`src/rtl/core/qbs_pkg.sv`:
```
// qbs_pkg: shared types and constants of the quad batch setup unit.
// Command codes, result kinds, unit UVs and the controller/datapath structs.
// No dependencies.
package qbs_pkg;

  typedef enum logic [1:0] {
    CMD_QUAD_UNIT = 2'd0,
    CMD_QUAD_UV   = 2'd1,
    CMD_FLUSH     = 2'd2,
    CMD_NONE      = 2'd3
  } qbs_op_t;

  localparam logic KIND_FLUSH  = 1'b0;
  localparam logic KIND_VERTEX = 1'b1;

  localparam int TEX_SLOT_W = 4;
  localparam int BATCH_W    = 11;

  // Unit UVs for BL, BR, TL, TR
  localparam logic [31:0] UNIT_UV [4] = '{
    32'h0000_0000, 32'h8000_0000, 32'h0000_8000, 32'h8000_8000
  };

  typedef struct packed {
    logic [1:0]         cmd;
    logic [31:0]        tex_handle;
    logic signed [31:0] cx;
    logic signed [31:0] cy;
    logic signed [31:0] cz;
    logic [30:0]        quad_width;
    logic [30:0]        quad_height;
    logic [31:0]        rgba;
    logic [3:0][31:0]   uv_corner;
  } qbs_item_t;

  typedef struct packed {
    logic                  kind;
    logic signed [31:0]    vx;
    logic signed [31:0]    vy;
    logic signed [31:0]    vz;
    logic [31:0]           vuv;
    logic [31:0]           vcolor;
    logic [TEX_SLOT_W-1:0] tex_slot;
    logic [BATCH_W-1:0]    batch_quads;
    logic                  last;
  } qbs_result_t;

  // Controller to datapath
  typedef struct packed {
    logic       latch;
    logic       prep;
    logic       alloc;
    logic       load_flush;
    logic       flush_last;
    logic       load_vert;
    logic [1:0] vert_idx;
  } qbs_cmd_t;

  // Datapath to controller
  typedef struct packed {
    qbs_op_t held_op;
    logic    full;
    logic    out_free;
  } qbs_stat_t;

endpackage

```
`src/rtl/core/qbs_in_if.sv`:
```
// qbs_in_if: request channel of the quad batch setup unit.
// Valid/ready handshake with the quad or flush request payload. No dependencies.
interface qbs_in_if;
  logic               valid;
  logic               ready;
  logic [1:0]         cmd;
  logic [31:0]        tex_handle;
  logic signed [31:0] cx;
  logic signed [31:0] cy;
  logic signed [31:0] cz;
  logic [30:0]        quad_width;
  logic [30:0]        quad_height;
  logic [31:0]        rgba;
  logic [31:0]        uv_corner0;
  logic [31:0]        uv_corner1;
  logic [31:0]        uv_corner2;
  logic [31:0]        uv_corner3;

  modport source (
    output valid, cmd, tex_handle, cx, cy, cz, quad_width, quad_height, rgba,
           uv_corner0, uv_corner1, uv_corner2, uv_corner3,
    input  ready
  );
  modport sink (
    input  valid, cmd, tex_handle, cx, cy, cz, quad_width, quad_height, rgba,
           uv_corner0, uv_corner1, uv_corner2, uv_corner3,
    output ready
  );
endinterface

```
`src/rtl/core/qbs_out_if.sv`:
```
// qbs_out_if: result channel of the quad batch setup unit.
// Valid/ready handshake with a vertex record or flush event. No dependencies.
interface qbs_out_if;
  logic               valid;
  logic               ready;
  logic               kind;
  logic signed [31:0] vx;
  logic signed [31:0] vy;
  logic signed [31:0] vz;
  logic [31:0]        vuv;
  logic [31:0]        vcolor;
  logic [3:0]         tex_slot;
  logic [10:0]        batch_quads;
  logic               last;

  modport source (
    output valid, kind, vx, vy, vz, vuv, vcolor, tex_slot, batch_quads, last,
    input  ready
  );
  modport sink (
    input  valid, kind, vx, vy, vz, vuv, vcolor, tex_slot, batch_quads, last,
    output ready
  );
endinterface

```
`src/rtl/core/quad_batch_setup_unit.sv`:
```
// quad_batch_setup_unit: top level; joins controller and datapath to the channels.
// Depends on qbs_pkg, qbs_in_if, qbs_out_if, qbs_ctrl and qbs_dp.
//
//   channel   dir   handshake            moves
//   in_chan   in    valid/ready (sink)   quad or flush request
//   out_chan  out   valid/ready (source) vertex record or flush event
//
// A quad request runs through the controller sequence: setup, a flush first
// when the batch is full, slot allocation, then one result register load per
// vertex; a flush request loads one flush event and an unused command is dropped.
// The last vertex waits in the result register while the next request is
// accepted. Output stalls hold the sequence in place.
// Reset is synchronous, active low: quad counter clears, slot counter goes to 1,
// slot table entries are left unwritten and are never read before being written.
module quad_batch_setup_unit import qbs_pkg::*; #(
  parameter int QUAD_CAPACITY = 1024,
  parameter int TEXTURE_SLOTS = 16
) (
  input  logic        clk,
  input  logic        rst_n,
  qbs_in_if.sink      in_chan,
  qbs_out_if.source   out_chan
);

  qbs_item_t   item;
  qbs_cmd_t    ctl_cmd;
  qbs_stat_t   dp_stat;
  qbs_result_t res;
  logic        in_ready;
  logic        out_valid;

  // Pack the request payload
  always_comb begin
    item.cmd          = in_chan.cmd;
    item.tex_handle   = in_chan.tex_handle;
    item.cx           = in_chan.cx;
    item.cy           = in_chan.cy;
    item.cz           = in_chan.cz;
    item.quad_width   = in_chan.quad_width;
    item.quad_height  = in_chan.quad_height;
    item.rgba         = in_chan.rgba;
    item.uv_corner[0] = in_chan.uv_corner0;
    item.uv_corner[1] = in_chan.uv_corner1;
    item.uv_corner[2] = in_chan.uv_corner2;
    item.uv_corner[3] = in_chan.uv_corner3;
  end

  qbs_ctrl u_ctrl (
    .clk      (clk),
    .rst_n    (rst_n),
    .in_valid (in_chan.valid),
    .in_cmd   (in_chan.cmd),
    .in_ready (in_ready),
    .stat     (dp_stat),
    .ctl      (ctl_cmd)
  );

  qbs_dp #(
    .QUAD_CAPACITY (QUAD_CAPACITY),
    .TEXTURE_SLOTS (TEXTURE_SLOTS)
  ) u_dp (
    .clk       (clk),
    .rst_n     (rst_n),
    .in_item   (item),
    .ctl       (ctl_cmd),
    .stat      (dp_stat),
    .out_valid (out_valid),
    .out_res   (res),
    .out_ready (out_chan.ready)
  );

  // Drive the channels
  assign in_chan.ready        = in_ready;
  assign out_chan.valid       = out_valid;
  assign out_chan.kind        = res.kind;
  assign out_chan.vx          = res.vx;
  assign out_chan.vy          = res.vy;
  assign out_chan.vz          = res.vz;
  assign out_chan.vuv         = res.vuv;
  assign out_chan.vcolor      = res.vcolor;
  assign out_chan.tex_slot    = res.tex_slot;
  assign out_chan.batch_quads = res.batch_quads;
  assign out_chan.last        = res.last;

  // No result load while a new request can be taken
  a_ready_no_load: assert property (@(posedge clk) disable iff (!rst_n)
    in_chan.ready |-> !(ctl_cmd.load_flush || ctl_cmd.load_vert))
    else $error("result load while accepting a request");

  // An unused command leaves the block ready in the next cycle
  a_none_idle: assert property (@(posedge clk) disable iff (!rst_n)
    (in_chan.valid && in_chan.ready && (in_chan.cmd == CMD_NONE)) |=> in_chan.ready)
    else $error("unused command not dropped");

  // A vertex record carries no batch count
  a_vert_batch: assert property (@(posedge clk) disable iff (!rst_n)
    (out_chan.valid && (out_chan.kind == KIND_VERTEX)) |-> (out_chan.batch_quads == '0))
    else $error("vertex record with nonzero batch count");

  // A flush event carries no slot and no position
  a_flush_zero: assert property (@(posedge clk) disable iff (!rst_n)
    (out_chan.valid && (out_chan.kind == KIND_FLUSH)) |->
      ((out_chan.tex_slot == '0) && (out_chan.vx == '0) && (out_chan.vuv == '0)))
    else $error("flush event with vertex data");

endmodule

```
`src/rtl/core/qbs_dp.sv`:
```
// qbs_dp: datapath of the quad batch setup unit: held request, corner math,
// batch counters, texture slot table and the result register. Uses qbs_pkg.
module qbs_dp import qbs_pkg::*; #(
  parameter int QUAD_CAPACITY = 1024,
  parameter int TEXTURE_SLOTS = 16
) (
  input  logic        clk,
  input  logic        rst_n,
  input  qbs_item_t   in_item,
  input  qbs_cmd_t    ctl,
  output qbs_stat_t   stat,
  output logic        out_valid,
  output qbs_result_t out_res,
  input  logic        out_ready
);

  localparam int QCW = $clog2(QUAD_CAPACITY + 1);
  localparam int SCW = $clog2(TEXTURE_SLOTS + 1);
  localparam int SIW = $clog2(TEXTURE_SLOTS);

  qbs_item_t          item_r;
  logic [QCW-1:0]     quad_count_r;
  logic [SCW-1:0]     slot_count_r;
  logic [31:0]        handles_r [TEXTURE_SLOTS];
  logic [TEXTURE_SLOTS-1:0] hits_r, hits_nxt;
  logic signed [31:0] xs_r [2];
  logic signed [31:0] ys_r [2];
  logic signed [31:0] xs_nxt [2];
  logic signed [31:0] ys_nxt [2];
  logic [SIW-1:0]     slot_r, slot_nxt, found_idx;
  logic               found;
  logic               out_valid_r;
  qbs_result_t        res_r;
  logic signed [32:0] cx_w, cy_w, hw_w, hh_w;

  // Clamp a 33-bit sum to the signed 32-bit range
  function automatic logic signed [31:0] sat33(input logic signed [32:0] v);
    logic signed [31:0] r;
    if (v[32] != v[31]) begin
      r = v[32] ? 32'sh8000_0000 : 32'sh7FFF_FFFF;
    end else begin
      r = v[31:0];
    end
    return r;
  endfunction

  // Status back to the controller
  assign stat.held_op  = qbs_op_t'(item_r.cmd);
  assign stat.full     = (quad_count_r >= QCW'(QUAD_CAPACITY)) ||
                         (slot_count_r >= SCW'(TEXTURE_SLOTS));
  assign stat.out_free = !out_valid_r || out_ready;

  // Corner coordinates from centre and half size
  always_comb begin
    cx_w = {item_r.cx[31], item_r.cx};
    cy_w = {item_r.cy[31], item_r.cy};
    hw_w = {3'b000, item_r.quad_width[30:1]};
    hh_w = {3'b000, item_r.quad_height[30:1]};
    xs_nxt[0] = sat33(cx_w - hw_w);
    xs_nxt[1] = sat33(cx_w + hw_w);
    ys_nxt[0] = sat33(cy_w - hh_w);
    ys_nxt[1] = sat33(cy_w + hh_w);
  end

  // Compare the handle against every table entry
  always_comb begin
    for (int i = 0; i < TEXTURE_SLOTS; i++) begin
      hits_nxt[i] = (handles_r[i] == item_r.tex_handle);
    end
  end

  // Lowest live matching slot; slot 0 for handle 0, next free slot on a miss
  always_comb begin
    found     = 1'b0;
    found_idx = '0;
    for (int i = TEXTURE_SLOTS - 1; i >= 1; i--) begin
      if (hits_r[i] && (SCW'(i) < slot_count_r)) begin
        found     = 1'b1;
        found_idx = SIW'(i);
      end
    end
    if (item_r.tex_handle == 32'd0) begin
      slot_nxt = '0;
    end else if (found) begin
      slot_nxt = found_idx;
    end else begin
      slot_nxt = slot_count_r[SIW-1:0];
    end
  end

  // Hold the request and the per-quad intermediates
  always_ff @(posedge clk) begin
    if (ctl.latch) begin
      item_r <= in_item;
    end
    if (ctl.prep) begin
      hits_r <= hits_nxt;
      xs_r   <= xs_nxt;
      ys_r   <= ys_nxt;
    end
    if (ctl.alloc) begin
      slot_r <= slot_nxt;
    end
  end

  // Store a new handle on a table miss
  always_ff @(posedge clk) begin
    if (ctl.alloc && (item_r.tex_handle != 32'd0) && !found) begin
      handles_r[slot_count_r[SIW-1:0]] <= item_r.tex_handle;
    end
  end

  // Counters: reset on flush, quads count allocations, slots count misses
  always_ff @(posedge clk) begin
    if (!rst_n) begin
      quad_count_r <= '0;
      slot_count_r <= SCW'(1);
    end else if (ctl.load_flush) begin
      quad_count_r <= '0;
      slot_count_r <= SCW'(1);
    end else if (ctl.alloc) begin
      quad_count_r <= quad_count_r + QCW'(1);
      if ((item_r.tex_handle != 32'd0) && !found) begin
        slot_count_r <= slot_count_r + SCW'(1);
      end
    end
  end

  // Result register valid flag
  always_ff @(posedge clk) begin
    if (!rst_n) begin
      out_valid_r <= 1'b0;
    end else if (ctl.load_flush || ctl.load_vert) begin
      out_valid_r <= 1'b1;
    end else if (out_ready) begin
      out_valid_r <= 1'b0;
    end
  end

  // Result register payload
  always_ff @(posedge clk) begin
    if (ctl.load_flush) begin
      res_r.kind        <= KIND_FLUSH;
      res_r.vx          <= '0;
      res_r.vy          <= '0;
      res_r.vz          <= '0;
      res_r.vuv         <= '0;
      res_r.vcolor      <= '0;
      res_r.tex_slot    <= '0;
      res_r.batch_quads <= BATCH_W'(quad_count_r);
      res_r.last        <= ctl.flush_last;
    end else if (ctl.load_vert) begin
      res_r.kind        <= KIND_VERTEX;
      res_r.vx          <= xs_r[ctl.vert_idx[0]];
      res_r.vy          <= ys_r[ctl.vert_idx[1]];
      res_r.vz          <= item_r.cz;
      res_r.vuv         <= (qbs_op_t'(item_r.cmd) == CMD_QUAD_UV) ?
                           item_r.uv_corner[ctl.vert_idx] : UNIT_UV[ctl.vert_idx];
      res_r.vcolor      <= item_r.rgba;
      res_r.tex_slot    <= TEX_SLOT_W'(slot_r);
      res_r.batch_quads <= '0;
      res_r.last        <= (ctl.vert_idx == 2'd3);
    end
  end

  assign out_valid = out_valid_r;
  assign out_res   = res_r;

endmodule

```
`src/rtl/core/qbs_ctrl.sv`:
```
// qbs_ctrl: controller state machine of the quad batch setup unit.
// Sequences accept, setup, flush, slot allocation and four vertices. Uses qbs_pkg.
module qbs_ctrl import qbs_pkg::*; (
  input  logic      clk,
  input  logic      rst_n,
  input  logic      in_valid,
  input  logic [1:0] in_cmd,
  output logic      in_ready,
  input  qbs_stat_t stat,
  output qbs_cmd_t  ctl
);

  typedef enum logic [2:0] {
    S_IDLE,
    S_PREP,
    S_FLUSH,
    S_ALLOC,
    S_VERT
  } state_t;

  state_t     state_r, state_nxt;
  logic [1:0] vcnt_r, vcnt_nxt;

  // Next state and datapath commands
  always_comb begin
    state_nxt = state_r;
    vcnt_nxt  = vcnt_r;
    ctl       = '0;
    in_ready  = (state_r == S_IDLE);
    ctl.vert_idx = vcnt_r;
    case (state_r)
      S_IDLE: begin
        if (in_valid) begin
          ctl.latch = 1'b1;
          case (qbs_op_t'(in_cmd))
            CMD_FLUSH:                 state_nxt = S_FLUSH;
            CMD_QUAD_UNIT, CMD_QUAD_UV: state_nxt = S_PREP;
            default:                   state_nxt = S_IDLE;
          endcase
        end
      end
      S_PREP: begin
        ctl.prep  = 1'b1;
        state_nxt = stat.full ? S_FLUSH : S_ALLOC;
      end
      S_FLUSH: begin
        if (stat.out_free) begin
          ctl.load_flush = 1'b1;
          ctl.flush_last = (stat.held_op == CMD_FLUSH);
          state_nxt      = ctl.flush_last ? S_IDLE : S_ALLOC;
        end
      end
      S_ALLOC: begin
        ctl.alloc = 1'b1;
        vcnt_nxt  = 2'd0;
        state_nxt = S_VERT;
      end
      S_VERT: begin
        if (stat.out_free) begin
          ctl.load_vert = 1'b1;
          vcnt_nxt      = vcnt_r + 2'd1;
          if (vcnt_r == 2'd3) begin
            state_nxt = S_IDLE;
          end
        end
      end
      default: begin
        state_nxt = S_IDLE;
      end
    endcase
  end

  // Hold state and vertex counter
  always_ff @(posedge clk) begin
    if (!rst_n) begin
      state_r <= S_IDLE;
      vcnt_r  <= 2'd0;
    end else begin
      state_r <= state_nxt;
      vcnt_r  <= vcnt_nxt;
    end
  end

endmodule
```
`src/flat_wrapper.sv`:
```
// flat-port wrapper written by rule: the top's interface ports become plain ports
module quad_batch_setup_unit_flat import qbs_pkg::*;
#(
  parameter int QUAD_CAPACITY = 1024,
  parameter int TEXTURE_SLOTS = 16
)
  (clk, rst_n, in_chan_valid, in_chan_cmd, in_chan_tex_handle, in_chan_cx, in_chan_cy, in_chan_cz, in_chan_quad_width, in_chan_quad_height, in_chan_rgba, in_chan_uv_corner0, in_chan_uv_corner1, in_chan_uv_corner2, in_chan_uv_corner3, in_chan_ready, out_chan_valid, out_chan_kind, out_chan_vx, out_chan_vy, out_chan_vz, out_chan_vuv, out_chan_vcolor, out_chan_tex_slot, out_chan_batch_quads, out_chan_last, out_chan_ready);
  qbs_in_if in_chan_i ();
  qbs_out_if out_chan_i ();
  input  logic clk;
  input  logic rst_n;
  input wire logic [$bits(in_chan_i.valid)-1:0] in_chan_valid;
  input wire logic [$bits(in_chan_i.cmd)-1:0] in_chan_cmd;
  input wire logic [$bits(in_chan_i.tex_handle)-1:0] in_chan_tex_handle;
  input wire logic [$bits(in_chan_i.cx)-1:0] in_chan_cx;
  input wire logic [$bits(in_chan_i.cy)-1:0] in_chan_cy;
  input wire logic [$bits(in_chan_i.cz)-1:0] in_chan_cz;
  input wire logic [$bits(in_chan_i.quad_width)-1:0] in_chan_quad_width;
  input wire logic [$bits(in_chan_i.quad_height)-1:0] in_chan_quad_height;
  input wire logic [$bits(in_chan_i.rgba)-1:0] in_chan_rgba;
  input wire logic [$bits(in_chan_i.uv_corner0)-1:0] in_chan_uv_corner0;
  input wire logic [$bits(in_chan_i.uv_corner1)-1:0] in_chan_uv_corner1;
  input wire logic [$bits(in_chan_i.uv_corner2)-1:0] in_chan_uv_corner2;
  input wire logic [$bits(in_chan_i.uv_corner3)-1:0] in_chan_uv_corner3;
  output wire logic [$bits(in_chan_i.ready)-1:0] in_chan_ready;
  output wire logic [$bits(out_chan_i.valid)-1:0] out_chan_valid;
  output wire logic [$bits(out_chan_i.kind)-1:0] out_chan_kind;
  output wire logic [$bits(out_chan_i.vx)-1:0] out_chan_vx;
  output wire logic [$bits(out_chan_i.vy)-1:0] out_chan_vy;
  output wire logic [$bits(out_chan_i.vz)-1:0] out_chan_vz;
  output wire logic [$bits(out_chan_i.vuv)-1:0] out_chan_vuv;
  output wire logic [$bits(out_chan_i.vcolor)-1:0] out_chan_vcolor;
  output wire logic [$bits(out_chan_i.tex_slot)-1:0] out_chan_tex_slot;
  output wire logic [$bits(out_chan_i.batch_quads)-1:0] out_chan_batch_quads;
  output wire logic [$bits(out_chan_i.last)-1:0] out_chan_last;
  input wire logic [$bits(out_chan_i.ready)-1:0] out_chan_ready;
  assign in_chan_i.valid = in_chan_valid;
  assign in_chan_i.cmd = in_chan_cmd;
  assign in_chan_i.tex_handle = in_chan_tex_handle;
  assign in_chan_i.cx = in_chan_cx;
  assign in_chan_i.cy = in_chan_cy;
  assign in_chan_i.cz = in_chan_cz;
  assign in_chan_i.quad_width = in_chan_quad_width;
  assign in_chan_i.quad_height = in_chan_quad_height;
  assign in_chan_i.rgba = in_chan_rgba;
  assign in_chan_i.uv_corner0 = in_chan_uv_corner0;
  assign in_chan_i.uv_corner1 = in_chan_uv_corner1;
  assign in_chan_i.uv_corner2 = in_chan_uv_corner2;
  assign in_chan_i.uv_corner3 = in_chan_uv_corner3;
  assign in_chan_ready = in_chan_i.ready;
  assign out_chan_valid = out_chan_i.valid;
  assign out_chan_kind = out_chan_i.kind;
  assign out_chan_vx = out_chan_i.vx;
  assign out_chan_vy = out_chan_i.vy;
  assign out_chan_vz = out_chan_i.vz;
  assign out_chan_vuv = out_chan_i.vuv;
  assign out_chan_vcolor = out_chan_i.vcolor;
  assign out_chan_tex_slot = out_chan_i.tex_slot;
  assign out_chan_batch_quads = out_chan_i.batch_quads;
  assign out_chan_last = out_chan_i.last;
  assign out_chan_i.ready = out_chan_ready;
  quad_batch_setup_unit #(.QUAD_CAPACITY(QUAD_CAPACITY), .TEXTURE_SLOTS(TEXTURE_SLOTS)) u_core (.clk(clk), .rst_n(rst_n), .in_chan(in_chan_i), .out_chan(out_chan_i));
endmodule
```
`config.mk`:
```
export PLATFORM = sky130hd
export DESIGN_NAME = quad_batch_setup_unit_flat
export DESIGN_NICKNAME = d
export VERILOG_FILES = /design/src/rtl/core/qbs_pkg.sv /design/src/rtl/core/qbs_in_if.sv /design/src/rtl/core/qbs_out_if.sv /design/src/rtl/core/quad_batch_setup_unit.sv /design/src/rtl/core/qbs_dp.sv /design/src/rtl/core/qbs_ctrl.sv /design/src/flat_wrapper.sv
export SDC_FILE = /design/constraint.sdc
export NUM_CORES = 2
export LEC_CHECK = 0
export ABC_AREA = 1
export BUFFER_PORTS_ARGS = -buffer_cell sky130_fd_sc_hd__buf_2
export CORE_MARGIN = 3
export CORE_UTILIZATION = 40
export CTS_BUF_LIST = sky130_fd_sc_hd__clkbuf_16
export CTS_CLUSTER_SIZE = 14
export DETAILED_ROUTE_END_ITERATION = 8
export PLACE_DENSITY_LB_ADDON = 0.2
export SLEW_MARGIN = 0
export SYNTH_ARGS = -nofsm -noshare
export SYNTH_HDL_FRONTEND = slang
export SYNTH_SLANG_ARGS = --single-unit
export TNS_END_PERCENT = 100
```
`constraint.sdc`:
```
create_clock -name clk -period 17.8 [get_ports clk]
set_clock_uncertainty 0.15 [all_clocks]
set_input_delay 0.89 -clock clk [delete_from_list [all_inputs] [get_ports clk]]
set_output_delay 0.89 -clock clk [all_outputs]
set_load 0.02 [all_outputs]
```
==> qor.yml <==
sta:
  tns_ns: 0
  period_minus_slack_ns: 3.802
  clock.fmax_mhz: 263.0
  slew-limit-headroom_pct: 30.50
  drv_slew: 0
  rsz0062_at_grt: "false"
  whs_ns: 0.1559
  post-route-period-util_pct: 21.36
  layout_setup_ws_ns: 14.00
  worstMarginPinSlew_ns: 1.042
  finalHoldViolations: 0
  setup_viol: 0
clock_network:
  cts_resized: 0
  cts_num_sinks: 1176
  cts_setup_buffers: 0
  numCtsBuffers: 132
  holdBufCountCts: 0
  path_clk_slew_ns: 0.06
  ctsHtreeMaxLevel: 4
  cts_root_buffer: "clkbuf_16"
  tritoncts: "built"
  cts_buffer_depth: 3
  clk-insertion-delay-late_ns: 0.76
synthesis:
  ys_ff_latch: 1176
  syn_nets: 5383
  ys_top_cells_by_area: "edfxtp_1 (55%), dfxtp_1 (7.0%), nand2_1 (6.8%), xor2_1 (4.6%), ha_1 (3.0%)"
  synthFlopType: "edfxtp_1"
  async_flop_share_pct: 0
  ys_seq_area_share_pct: 62.28
  yosysTopAreaCell: "edfxtp_1"
  synth_top_area_share_pct: 55.31
  syn-mean-instance-area_sq_um: 10.97
  yosysWarningCount: 0
  synth_edf_count: 989
  synthCells: 4896
  syn-cell-area_sq_um: 53700
  synthDistinctLibCells: 63
drt:
  wire_per_inst_um: 21.66
  antenna_left: 0
  drc: 0
  num_vias: 37349
  routed_wl_um: 157000
  vias_per_cell: 5.152
  first_pass_iters: 6
  drt_iter0_markers: 2957
floorplanning:
  die_area_sq_um: 138700
  rows: 133
  die_y_um: 372.4
  core_area_sq_um: 132500
  num_io_pins: 535
  initial_core_util_pct: 40.54
  chipWidth_um: 372.4
power:
  peakVddDrop_mv: 0.07297
  p_leak_nw: 24.32
  switching_share_pct: 30.73
  p_sw_mw: 2.381
  intPower_mw: 5.366
  power_frac_seq_pct: 44.8
  power_mw: 7.747
  pwr-share-clk_pct: 34.4
  power_density_nw_per_um2: 124.4
  combPwrFrac_pct: 20.8
min_path:
  min_path_type: "primary input to flop"
cells_and_area:
  drive_gt1_share_pct: 16.75
  final_cell_mix: "edfxtp_1 (989), nand2_1 (975), buf_2 (532), inv_1 (369), nor2_1 (311)"
  regArea_sq_um: 33450
  fillers: 12389
  final_common_cell: "edfxtp_1"
  nNetsFinal: 5864
  area_growth_pct: 16.00
  multi_input_area_sq_um: 17890
setup_path:
  cp_data_required_time_ns: 18.01
  crit_arrival_ns: 4.01
  crit_path_end_kind: "flop"
  cp-start-kind: "flop"
  cp_max_fo: 71
  crit_type: "flop to flop"
global_route:
  grt_max_degree: 201
  grt_pass1_vias: 36296
  grtUsageTotal_pct: 22.10
  antenna_found_initial: 17
  grt_pass1_wl_um: 231200
  grt_overflow: 0
place:
  dp_hpwl_um: 110200
  gp_congestion: 0.9941
  io_buffer_count: 532
  post-place-ws_ns: 13.54
run_status:
  status: "completed"
run:
  cap_violations: 0
-- state kept, by name, indices dropped and copies added (netlist names), 4 cells and up --
name	flops
u_core.u_dp.out_res	177
u_core.u_dp.slot_r	4
u_core.u_dp.cy_w	32
u_core.u_dp.handles_r	480
u_core.u_dp.hits_r	15
u_core.u_dp.ys_r	64
u_core.u_dp.cx_w	32
u_core.u_dp.item_r	224
u_core.u_dp.hh_w	30
u_core.u_dp.hw_w	30
u_core.u_dp.slot_count_r	5
u_core.u_dp.quad_count_r	11
u_core.u_dp.xs_r	64
-- Yosys cell counts, types with 7 or more instances --
cell and number:
a2111oi_0 8, a21boi_0 11, a21o_1 7, a21oi_1 220, a21oi_2 8, a221oi_1 16, a31oi_1 67, a32o_1 30
buf_2 85, buf_4 14, buf_6 9, clkbuf_1 120, dfxtp_1 187, edfxtp_1 989, ha_1 127, inv_1 348
inv_2 18, nand2_1 975, nand2_2 14, nand3_1 171, nand3b_1 17, nand4_1 87, nor2_1 330, nor3_1 57
nor4_1 49, o211ai_1 10, o21a_1 15, o21ai_0 251, o21ai_1 18, o21bai_1 18, o22ai_1 53, or2_2 56
xnor2_1 152, xor2_1 285
-- layer usage --
| layer | global-route usage [%] | vias to the layer above | share of wire [%] |
|---|---|---|---|
| li1 | - | 17916 | - |
| met1 | 30.32 | 18088 | 45 |
| met2 | 35.31 | 1113 | 46 |
| met3 | 4.244 | 228 | 6.2 |
| met4 | 7.141 | 4 | 2.9 |
| met5 | 0 | - | 0.013 |
-- final cells by class --
type	instances	area share [%]
timing repair buffer	582	4.938
tap	1755	3.525
clock buffer	140	5.625
multi-input combinational	3114	28.72
clock inverter	98	1.185
inverter	371	2.258
sequential	1176	53.70
antenna	13	0.05223
-- cells by family (layout without fill, tap and decap cells) --
logic type      count (synthesis)  count (layout)  share of synthesized area (%)
simple gates                 1796            1796                          14.61
flops                        1176            1176                          62.28
compound gates                750             750                          8.181
buf+inv                       606            1191                          4.688
xor+xnor                      437             437                          7.128
fa+ha+maj                     131             131                          3.108
other cells                     0              13                              0
-- stage by stage --
| stage | cell area (sq um) | utilization [%] | cells |
|---|---|---|---|
| 2_1_floorplan | 53700 | - | 4896 |
| 3_3_place_gp | 58010 | 43.80 | 6998 |
| 3_5_place_dp | 58010 | 43.80 | 6998 |
| 4_1_cts | 62250 | 47.00 | 7236 |
| 5_1_grt | 62270 | 47.01 | 7244 |
| 6_report | 62290 | 47.02 | 7249 |
-- path summary, 6_finish.rpt --
path | start | to | slack, ns | cells after the start
worst min register to register | u_core.u_dp.out_res[36] | u_core.u_dp.out_res[36] | 0.31 | 2
worst min-delay path | in_chan_quad_height[5] | u_core.u_dp.hh_w[4] | 0.16 | 1
worst max register to register | u_core.u_ctrl.state_r[0] | u_core.u_dp.item_r[320] | 14.00 | 6
worst max-delay path | u_core.u_ctrl.state_r[0] | u_core.u_dp.item_r[320] | 14.00 | 6
-- power groups by stage --
stage	clock, mW	combinational, mW	sequential [mW]
finish	2.66	1.61	3.47
global placement	0	1.60	3.52
CTS	2.74	1.61	3.47
detailed placement	0	1.61	3.53
global route	2.84	1.77	3.50
floorplan	0	0.878	3.70
-- worst max-delay path: stages (launching register included) --
cell and delay [ns]:
dfxtp_1 0.32, nor2_1 0.20, nand2_1 0.16, nor2_4 0.10, buf_4 0.73, buf_4 0.76
buf_4 0.75
(Power assumes the default switching activity.)
